--- src/rtl/bba_pkg.sv ---
package bba_pkg;

    localparam int PAGE_ORDER = 12;
    localparam int POOL_ORDER = 20;
    localparam int TOP_ORDER  = POOL_ORDER - PAGE_ORDER;
    localparam int NPAGES     = 1 << TOP_ORDER;
    localparam int PAGE_W     = TOP_ORDER;
    localparam int ORD_W      = 4;
    localparam int OFLD_W     = 5;

    typedef enum logic {
        ACT_ALLOC = 1'b0,
        ACT_FREE  = 1'b1
    } t_action;

    typedef enum logic [1:0] {
        ST_ALLOC = 2'd0,
        ST_FAIL  = 2'd1,
        ST_FREED = 2'd2,
        ST_BAD   = 2'd3
    } t_status;

    typedef enum logic [2:0] {
        S_CLEAR,
        S_IDLE,
        S_WALK,
        S_SPLIT,
        S_FCHK,
        S_MERGE,
        S_FIN
    } t_state;

    typedef struct packed {
        t_action     action;
        logic [31:0] request_size;
        logic [7:0]  block_page;
    } t_cmd;

    typedef struct packed {
        t_status    status;
        logic [7:0] start_page;
        logic [3:0] block_order;
    } t_result;

    typedef struct packed {
        logic              free;
        logic [OFLD_W-1:0] ord_p1;
    } t_entry;

    typedef struct packed {
        logic              en;
        logic [PAGE_W-1:0] addr;
        t_entry            data;
    } t_wr_req;

    function automatic t_entry make_entry(logic [ORD_W-1:0] ord, logic is_free);
        t_entry e;
        e.free   = is_free;
        e.ord_p1 = OFLD_W'(ord) + OFLD_W'(1);
        return e;
    endfunction

    function automatic logic [PAGE_W-1:0] bit_of(logic [ORD_W-1:0] ord);
        return PAGE_W'(1) << ord;
    endfunction

endpackage

--- src/rtl/buddy_block_allocator.sv ---
// Buddy allocator over a pool of 256 pages with one table entry per page.
// A transaction is taken when start is high and busy is low; i_cmd carries
// the action (allocate or free), the request size in bytes and the page of
// the block to free. Each transaction gives exactly one result on o_result,
// shown for one cycle with o_result_valid high; the receiver cannot stall it.
// An allocation walks the block table from page 0, one block per cycle, and
// stops at the first free block of exactly the needed order or at the end of
// the pool; failing an exact fit it takes the first smallest larger free
// block. It then writes one split-off buddy per cycle and the taken block.
// A request larger than the pool answers in the cycle after it is taken.
// A free reads the head entry, then takes one merge step at a time and ends
// with a final write; a bad free or a free of the whole pool answers after
// the head read alone. The table's single read port paces every step, since
// each step waits on its registered read. Transactions are handled one at
// a time; the next can be taken in the cycle that shows the previous result.
// After reset the table is cleared, one entry per cycle, while busy stays
// high; the pool then holds one free block covering all pages.
module buddy_block_allocator (
    input  logic              i_clk,
    input  logic              i_rst_n,
    input  logic              start,
    output logic              busy,
    input  bba_pkg::t_cmd     i_cmd,
    output logic              o_result_valid,
    output bba_pkg::t_result  o_result
);
    import bba_pkg::*;

    t_state              r_state, n_state;
    logic [PAGE_W-1:0]   r_clr, n_clr;
    logic [PAGE_W-1:0]   r_page, n_page;
    logic [ORD_W-1:0]    r_ord, n_ord;
    logic [ORD_W-1:0]    r_need, n_need;
    logic                r_found, n_found;
    logic [PAGE_W-1:0]   r_best_page, n_best_page;
    logic [ORD_W-1:0]    r_best_ord, n_best_ord;
    t_result             r_res, n_res;
    logic                r_res_valid, n_res_valid;

    t_wr_req             wr;
    logic                rd_en;
    logic [PAGE_W-1:0]   rd_addr;
    t_entry              rd_data;

    logic                accept;
    logic [ORD_W-1:0]    size_ord;
    logic                too_big;
    logic                head_ok;
    logic [ORD_W-1:0]    cur_ord;
    logic [PAGE_W:0]     walk_next;
    logic                cand;
    logic                walk_last;
    logic                entry_bad;
    logic                buddy_avail;
    logic [ORD_W-1:0]    merge_ord;
    logic [PAGE_W-1:0]   merge_page;

    bba_table u_table (
        .i_clk     (i_clk),
        .i_wr      (wr),
        .i_rd_en   (rd_en),
        .i_rd_addr (rd_addr),
        .o_rd_data (rd_data)
    );

    assign busy           = (r_state != S_IDLE);
    assign accept         = start && !busy;
    assign o_result_valid = r_res_valid;
    assign o_result       = r_res;

    always_comb begin
        size_ord = '0;
        for (int o = 0; o <= TOP_ORDER; o++) begin
            size_ord = size_ord + ORD_W'(33'(i_cmd.request_size) > (33'(1) << (PAGE_ORDER + o)));
        end
    end
    assign too_big = (size_ord > ORD_W'(TOP_ORDER));

    assign head_ok    = (rd_data.ord_p1 != '0) && (rd_data.ord_p1 <= OFLD_W'(TOP_ORDER + 1));
    assign cur_ord    = ORD_W'(rd_data.ord_p1 - OFLD_W'(1));
    assign walk_next  = {1'b0, r_page} + (head_ok ? ((PAGE_W + 1)'(1) << cur_ord)
                                                  : (PAGE_W + 1)'(1));
    assign cand       = head_ok && rd_data.free && (cur_ord >= r_need)
                        && (!r_found || (cur_ord < r_best_ord));
    assign walk_last  = (cand && (cur_ord == r_need)) || walk_next[PAGE_W];
    assign entry_bad  = !head_ok || rd_data.free;
    assign buddy_avail = (rd_data == make_entry(r_ord, 1'b1));
    assign merge_ord  = r_ord + ORD_W'(1);
    assign merge_page = r_page & ~bit_of(r_ord);

    always_comb begin
        n_state = r_state;
        unique case (r_state)
            S_CLEAR: begin
                if (r_clr == PAGE_W'(NPAGES - 1)) begin
                    n_state = S_IDLE;
                end
            end
            S_IDLE: begin
                if (accept) begin
                    if (i_cmd.action == ACT_FREE) begin
                        n_state = S_FCHK;
                    end else if (!too_big) begin
                        n_state = S_WALK;
                    end
                end
            end
            S_WALK: begin
                if (walk_last) begin
                    n_state = (r_found || cand) ? S_SPLIT : S_IDLE;
                end
            end
            S_SPLIT: begin
                if (r_ord == r_need) begin
                    n_state = S_IDLE;
                end
            end
            S_FCHK: begin
                if (entry_bad || (cur_ord == ORD_W'(TOP_ORDER))) begin
                    n_state = S_IDLE;
                end else begin
                    n_state = S_MERGE;
                end
            end
            S_MERGE: begin
                if (!buddy_avail) begin
                    n_state = S_IDLE;
                end else if (merge_ord == ORD_W'(TOP_ORDER)) begin
                    n_state = S_FIN;
                end
            end
            S_FIN: begin
                n_state = S_IDLE;
            end
            default: begin
                n_state = S_IDLE;
            end
        endcase
    end

    always_comb begin
        n_clr       = r_clr;
        n_page      = r_page;
        n_ord       = r_ord;
        n_need      = r_need;
        n_found     = r_found;
        n_best_page = r_best_page;
        n_best_ord  = r_best_ord;
        n_res       = r_res;
        n_res_valid = 1'b0;
        wr          = '0;
        rd_en       = 1'b0;
        rd_addr     = '0;
        unique case (r_state)
            S_CLEAR: begin
                wr.en   = 1'b1;
                wr.addr = r_clr;
                wr.data = (r_clr == '0) ? make_entry(ORD_W'(TOP_ORDER), 1'b1) : '0;
                n_clr   = r_clr + PAGE_W'(1);
            end
            S_IDLE: begin
                if (accept) begin
                    if (i_cmd.action == ACT_FREE) begin
                        rd_en   = 1'b1;
                        rd_addr = i_cmd.block_page[PAGE_W-1:0];
                        n_page  = i_cmd.block_page[PAGE_W-1:0];
                    end else if (too_big) begin
                        n_res_valid = 1'b1;
                        n_res       = '{status: ST_FAIL, start_page: '0, block_order: '0};
                    end else begin
                        rd_en   = 1'b1;
                        rd_addr = '0;
                        n_page  = '0;
                        n_found = 1'b0;
                        n_need  = size_ord;
                    end
                end
            end
            S_WALK: begin
                if (cand) begin
                    n_found     = 1'b1;
                    n_best_page = r_page;
                    n_best_ord  = cur_ord;
                end
                if (walk_last) begin
                    if (cand) begin
                        n_page = r_page;
                        n_ord  = cur_ord;
                    end else if (r_found) begin
                        n_page = r_best_page;
                        n_ord  = r_best_ord;
                    end else begin
                        n_res_valid = 1'b1;
                        n_res       = '{status: ST_FAIL, start_page: '0, block_order: '0};
                    end
                end else begin
                    rd_en   = 1'b1;
                    rd_addr = walk_next[PAGE_W-1:0];
                    n_page  = walk_next[PAGE_W-1:0];
                end
            end
            S_SPLIT: begin
                wr.en = 1'b1;
                if (r_ord != r_need) begin
                    wr.addr = r_page ^ bit_of(r_ord - ORD_W'(1));
                    wr.data = make_entry(r_ord - ORD_W'(1), 1'b1);
                    n_ord   = r_ord - ORD_W'(1);
                end else begin
                    wr.addr     = r_page;
                    wr.data     = make_entry(r_need, 1'b0);
                    n_res_valid = 1'b1;
                    n_res       = '{status: ST_ALLOC, start_page: 8'(r_page),
                                    block_order: r_need};
                end
            end
            S_FCHK: begin
                if (entry_bad) begin
                    n_res_valid = 1'b1;
                    n_res       = '{status: ST_BAD, start_page: '0, block_order: '0};
                end else if (cur_ord == ORD_W'(TOP_ORDER)) begin
                    wr.en       = 1'b1;
                    wr.addr     = r_page;
                    wr.data     = make_entry(cur_ord, 1'b1);
                    n_res_valid = 1'b1;
                    n_res       = '{status: ST_FREED, start_page: 8'(r_page),
                                    block_order: cur_ord};
                end else begin
                    wr.en   = 1'b1;
                    wr.addr = r_page;
                    wr.data = '0;
                    rd_en   = 1'b1;
                    rd_addr = r_page ^ bit_of(cur_ord);
                    n_ord   = cur_ord;
                end
            end
            S_MERGE: begin
                wr.en = 1'b1;
                if (buddy_avail) begin
                    wr.addr = r_page ^ bit_of(r_ord);
                    wr.data = '0;
                    n_page  = merge_page;
                    n_ord   = merge_ord;
                    if (merge_ord != ORD_W'(TOP_ORDER)) begin
                        rd_en   = 1'b1;
                        rd_addr = merge_page ^ bit_of(merge_ord);
                    end
                end else begin
                    wr.addr     = r_page;
                    wr.data     = make_entry(r_ord, 1'b1);
                    n_res_valid = 1'b1;
                    n_res       = '{status: ST_FREED, start_page: 8'(r_page),
                                    block_order: r_ord};
                end
            end
            S_FIN: begin
                wr.en       = 1'b1;
                wr.addr     = r_page;
                wr.data     = make_entry(r_ord, 1'b1);
                n_res_valid = 1'b1;
                n_res       = '{status: ST_FREED, start_page: 8'(r_page),
                                block_order: r_ord};
            end
            default: begin
                n_res_valid = 1'b0;
            end
        endcase
    end

    always_ff @(posedge i_clk) begin
        if (!i_rst_n) begin
            r_state     <= S_CLEAR;
            r_clr       <= '0;
            r_found     <= 1'b0;
            r_res_valid <= 1'b0;
        end else begin
            r_state     <= n_state;
            r_clr       <= n_clr;
            r_found     <= n_found;
            r_res_valid <= n_res_valid;
        end
    end

    always_ff @(posedge i_clk) begin
        r_page      <= n_page;
        r_ord       <= n_ord;
        r_need      <= n_need;
        r_best_page <= n_best_page;
        r_best_ord  <= n_best_ord;
        r_res       <= n_res;
    end

`ifndef NO_ASSERTIONS
    a_no_rw_same_entry: assert property (@(posedge i_clk) disable iff (!i_rst_n)
        (wr.en && rd_en) |-> (wr.addr != rd_addr))
        else $error("table read and write hit the same entry in one cycle");

    a_accept_progress: assert property (@(posedge i_clk) disable iff (!i_rst_n)
        (start && !busy) |=> (busy || o_result_valid))
        else $error("accepted transaction neither started nor answered");

    a_merge_below_top: assert property (@(posedge i_clk) disable iff (!i_rst_n)
        (r_state == S_MERGE) |-> (r_ord < ORD_W'(TOP_ORDER)))
        else $error("merge step at the top order");

    a_result_when_idle: assert property (@(posedge i_clk) disable iff (!i_rst_n)
        o_result_valid |-> !busy)
        else $error("result shown while a transaction is in progress");

    a_split_order: assert property (@(posedge i_clk) disable iff (!i_rst_n)
        (r_state == S_SPLIT) |-> (r_ord >= r_need))
        else $error("split level fell below the requested order");
`endif

endmodule

--- src/rtl/bba_table.sv ---
module bba_table (
    input  logic                          i_clk,
    input  bba_pkg::t_wr_req              i_wr,
    input  logic                          i_rd_en,
    input  logic [bba_pkg::PAGE_W-1:0]    i_rd_addr,
    output bba_pkg::t_entry               o_rd_data
);
    import bba_pkg::*;

    t_entry mem [NPAGES];

    always_ff @(posedge i_clk) begin
        if (i_wr.en) begin
            mem[i_wr.addr] <= i_wr.data;
        end
    end

    always_ff @(posedge i_clk) begin
        if (i_rd_en) begin
            o_rd_data <= mem[i_rd_addr];
        end
    end

endmodule

--- config.mk ---
export PLATFORM = sky130hd
export DESIGN_NAME = buddy_block_allocator
export DESIGN_NICKNAME = d
export VERILOG_FILES = /design/src/rtl/bba_pkg.sv /design/src/rtl/buddy_block_allocator.sv /design/src/rtl/bba_table.sv
export SDC_FILE = /design/constraint.sdc
export NUM_CORES = 2
export LEC_CHECK = 0
export ABC_AREA = 1
export CAP_MARGIN = 15
export CORE_MARGIN = 2
export CORE_UTILIZATION = 40
export CTS_CLUSTER_SIZE = 28
export DETAILED_ROUTE_END_ITERATION = 12
export DONT_BUFFER_PORTS = 1
export PLACE_DENSITY = 0.51
export SETUP_SLACK_MARGIN = 0.05
export SLEW_MARGIN = 20
export SYNTH_ARGS = -nofsm -noshare
export SYNTH_HDL_FRONTEND = slang
export SYNTH_SLANG_ARGS = --single-unit
--- constraint.sdc ---
create_clock -name i_clk -period 19.9 [get_ports i_clk]
set_input_delay 1.99 -clock i_clk [delete_from_list [all_inputs] [get_ports i_clk]]
set_output_delay 1.99 -clock i_clk [all_outputs]
set_load 0.05 [all_outputs]
; ---- Yosys cells after proc, flatten, opt, wreduce, memory -nomap -nowiden
; Memory sizes are Yosys's and may differ from the RTL's. A register that Yosys moved wholly into a read port is not among the register bits.
; Cells that the tools add are included.
; Widths: inputs -> output; s select.
[op_classes]
n_addsub = 17
mul = 0
div = 0
n_lt_le_gt_ge = 13
eq_ne = 37
shift = 5
n_mux = 80
n_bitwise = 8
n_reduce_logical = 28
[ops]
columns = op, n
row1 = $mux 14, 12
row2 = $mux 8, 14
row3 = $pmux 14 s6, 1
row4 = $pmux 15 s5, 1
row5 = $gt 32x13->1 const B, 1
row6 = $gt 32x14->1 const B, 1
row7 = $gt 32x15->1 const B, 1
row8 = $gt 32x16->1 const B, 1
row9 = $gt 32x17->1 const B, 1
row10 = $gt 32x18->1 const B, 1
row11 = $gt 32x19->1 const B, 1
row12 = $gt 32x20->1 const B, 1
row13 = $gt 32x21->1 const B, 1
row14 = $ne 2x2->1 const B, 16
row15 = $pmux 8 s4, 1
row16 = $shl 1x4->8 const A, 4
row17 = $xor 8x8->8, 4
row18 = $mux 4, 7
row19 = $mux 3, 9
row20 = $mux 1, 24
row21 = $pmux 8 s3, 1
row22 = $add 4x1->4, 5
row23 = $add 4x1->5 const B, 4
row24 = $ne 3x3->1 const B, 6
row25 = 50 further kinds, 70
[totals]
register_bits = 55
latchBits = 0
ram_bits = 1536
mem_bits_ro = 0
output_inout_bits = 16
memories = 1
[memory_table]
columns = name, depth, width, rd, rd_clocked_by_memory_dff, write_ports, line
row1 = u_table.mem, 256, 6, 1, 1, 1, bba_table.sv:10  ; t_entry mem [NPAGES];

; ---- Longest topological paths before layout
[logic_depth]
ltp_word = 14
ltp_mapped = 33
ltp_nobuf = 31

; ---- By module
; From an unflattened synthesis, not the netlist that was laid out.
[unflattened]
hier_cells = 6161
area_unflattened_um2 = 68754.7
[by_module_without_submodules]
columns = module, n_inst, cells_each, area_per_inst_um2, seq_area_each_um2
row1 = bba_table, 1, 5386, 63211.9, 46304.4
row2 = buddy_block_allocator, 1, 775, 5542.8, 1521.5

; ---- Least setup slack after synthesis
; No wires, ideal clock.
[synth_path]
path_type = register -> register
startpoint = register r_ord[0]
endpoint = memory u_table.mem[0][4] (netlist bit), data pin
arrival_ns = 12.047
t_required_ns = 17.640
path_slack_ns = 5.592
path_stages_with_launch = 7
n_path_buf = 1
path_cell_list = edfxtp_1 -> buf_2 -> inv_2 -> nand3_1 -> xor2_1 -> o21ai_0 -> o32ai_1
[synth_lines]
columns = item, line
row1 = from (decl), buddy_block_allocator.sv:32  ; logic [ORD_W-1:0] r_ord, n_ord;
row2 = from (signal assigned), buddy_block_allocator.sv:285  ; r_ord <= n_ord;
row3 = to (decl), bba_table.sv:10

; ---- Final worst setup path
[layout_path]
startpoint = register, netlist name u_table.o_rd_data[0]
endpoint = register, netlist name u_table.o_rd_data[1]
[layout_lines]
columns = item, line
row1 = $sub 4x1->4 *, buddy_block_allocator.sv:80  ; assign cur_ord = ORD_W'(rd_data.ord_p1 - OFLD_W'(1));
row2 = named net cur_ord[0], buddy_block_allocator.sv:49  ; logic [ORD_W-1:0] cur_ord;
row3 = "parallel branches: the longest is 7 deep, another holds $add 8x9->9", n/a
; Mark *: on every way through the listed nets, which the timed path passes.
; A chain may end at the register's enable or synchronous reset.

==> flow_summary.toml <==
[detailed_routing]
via_count = 51000
drt_iter0_drc = 5182
ant_nets = 0
first_pass_iters = 6
routed_via_density = 5.38
route.detailed.drc = 0
drt-total-wl_um = 223000
avgRoutedWirePerCell_um = 23.5

[yosys]
ys.flop_type = "edfxtp_1"
syn_nets = 7132
yosysTopAreaCellShare_pct = 64.2
yosysTopAreaCell = "edfxtp_1"
yosysMostFrequentCell = "nand3_1"
ys_types = 57
synth_area_per_cell_sq_um = 10.5
ys_seq_area_share_pct = 64.6
synth_common_cells = "1,602 x nand3_1, 1,584 x edfxtp_1, 1,117 x nand2_1"
ys.warnings.count = 0
synthArstFlopShare_pct = 0
syn_inst = 7036
synth_edf_count = 1584
netlist_area_sq_mm = 0.0741
ys_ff_latch = 1597
ys_top_cells_by_area = "edfxtp_1 64%, nand3_1 11%, nand2_1 5.7%"

[cts]
numCtsBuffers = 175
clkLatencyLatePin_ns = 0.82
cts_root_buffer = "clkbuf_16"
ctsHoldBuffers = 0
htreeDepth = 4
cts.clk_slew.worst_paths_ns = 0.06
post_cts_resize_count = 0
clockBufferDepth = 3
cts_tree = "done"
postCtsSetupRepairBufs = 0
cts_sinks = 1597

[cells_and_area]
drive_above_1_share_pct = 6.03
fillCellCount = 17400
design.final.nets = 6970
synthToLayoutAreaGrowth_pct = 9.65

[floorplanning]
die_x_um = 434
fp.coreArea_sq_mm = 0.183
initial_core_util_pct = 40.4
die_height_um = 434
rows = 157
die-area_sq_mm = 0.189
num_io_pins = 60

[grt]
overflow = 0
grt_max_degree = 176
grt_pass1_vias = 49100
antenna_found_initial = 3
grt_use_total_pct = 23.4
grt_pass1_wl_um = 329000

[sta]
hold_violations = 0
fin_ws_ns = 12.00
slew_viol_final = 0
tightest_slew_ns = 1.13
slew_headroom_pct = 24.5
setup_viol = 0
fin_crit_ns = 7.90
skew_ns = 0.0329
finalSetupTns_ns = 0
fmax_mhz = 127
rsz0062_at_grt = "no"
finalCritPeriodShare_pct = 39.7

[setup_path]
crit_type = "reg -> reg"
cpMaxStageDelayCell = "buf_4"
cpMostUsedCell = "nand3_1"
cp.required_ns = 20.46
end_kind = "flop"
slowest_delay_ns = 0.79
crit_fanout = 175
cp-start-kind = "flop"
crit_arrival_ns = 8.45
r2r_cells = 32

[power]
ir_worst_vdd_uv = 124
p_per_area_mw_per_mm2 = 120
p_leak_nw = 31.3

[min_path]
whs_path_depth = 2
hp-class = "reg -> reg"

[status]
status = "finished, final reports clean"

[place]
globalplace.congestion = 0.900
portBuffers = 0
pre_cts_slack_ns = 12.10
dpl.hpwl_um = 125000

[run]
cap_violations = 0
## sequential cells by signal, summed over array words and instances (netlist names)
name / cells
r_found: 1
o_result: 14
r_page: 8
o_result_valid: 1
r_clr: 8
u_table.mem: 1536
r_state: 3
r_need: 4
r_best_page: 8
r_best_ord: 4
r_ord: 4
u_table.o_rd_data: 6
## layout by cell type (no fill, tap or decap), types with 15 or more instances in the layout
master     synthesis  routed
clkinv_2           0      35
edfxtp_1        1584    1584
o21ai_0          113     112
inv_1           1022    1021
nor2_1           401     400
nand2_1         1117    1105
buf_4             31      92
clkbuf_16          0     179
nand3_1         1602    1600
nand2_2           13      21
xor2_1            15      15
a21oi_1           36      35
nand3b_1         487     487
nor3_1            17      17
clkinv_1           1      46
clkbuf_1          84      37
ha_1              46      46
## final timing paths
check | from | end | slack (ns)
max | u_table.o_rd_data[0] | u_table.o_rd_data[1] | 12.00
min | r_clr[7] | r_clr[7] | 0.50
max reg2reg | u_table.o_rd_data[0] | u_table.o_rd_data[1] | 12.00
min reg2reg | r_clr[7] | r_clr[7] | 0.50
## cell families after synthesis
family	after synthesis	share of synthesized area [%]
adders and majority gates	52	0.939
buffers and inverters	1476	8.49
AOI/OAI and AO/OA	199	1.56
xor gates and xnor gates	23	0.272
and+or+nand+nor	3689	24.2
DFF	1597	64.6
## routing by layer
layer	global-route usage, %	wire length (um)
met5	0	0
met3	3.29	13800
met4	6.88	5980
met2	37.7	105000
met1	32.8	98400
## critical path: cells and delay by family (launching register included)
kind	cells	cell delay [ns]
buf+inv	8	2.72
fa+ha+maj	4	1.28
flops	1	0.56
simple gates	20	2.91
## through the flow
| step | power [W] | util (%) | hold WS [ns] | cells | instance area [sq um] |
|---|---|---|---|---|---|
| floorplan | 0.00590 | - | 0.457 | 7036 | 74100 |
| detailed placement | 0.00670 | 41.3 | 0.483 | 9161 | 75800 |
| global placement | 0.00669 | 41.3 | 0.478 | 9161 | 75800 |
| finish | 0.00976 | 44.3 | 0.498 | 9486 | 81200 |
| CTS | 0.00981 | 44.3 | 0.494 | 9484 | 81200 |
| global route | 0.0101 | 44.3 | 0.532 | 9485 | 81200 |
## area by class of cell
cell class	count	area [sq um]	share of cell area, %
diodes	2	5.00	0.00616
well taps	2464	3080	3.79
multi-input cells	3963	20200	24.8
flip-flops and latches	1597	47800	58.9
repair buffers	98	811	0.998
clock inverters	106	806	0.992
inverters	1039	3920	4.83
clock buffers	217	4630	5.70
## report_power, final
part           internal [W]  leakage, nW  switching (W)  total [W]
Sequential          0.00423         14.0      0.0000680    0.00429
Clock               0.00176         2.66        0.00137    0.00313
Combinational      0.000360         14.6        0.00198    0.00234
Total               0.00634         31.3        0.00342    0.00976
Power figures use the tool's default switching activity.
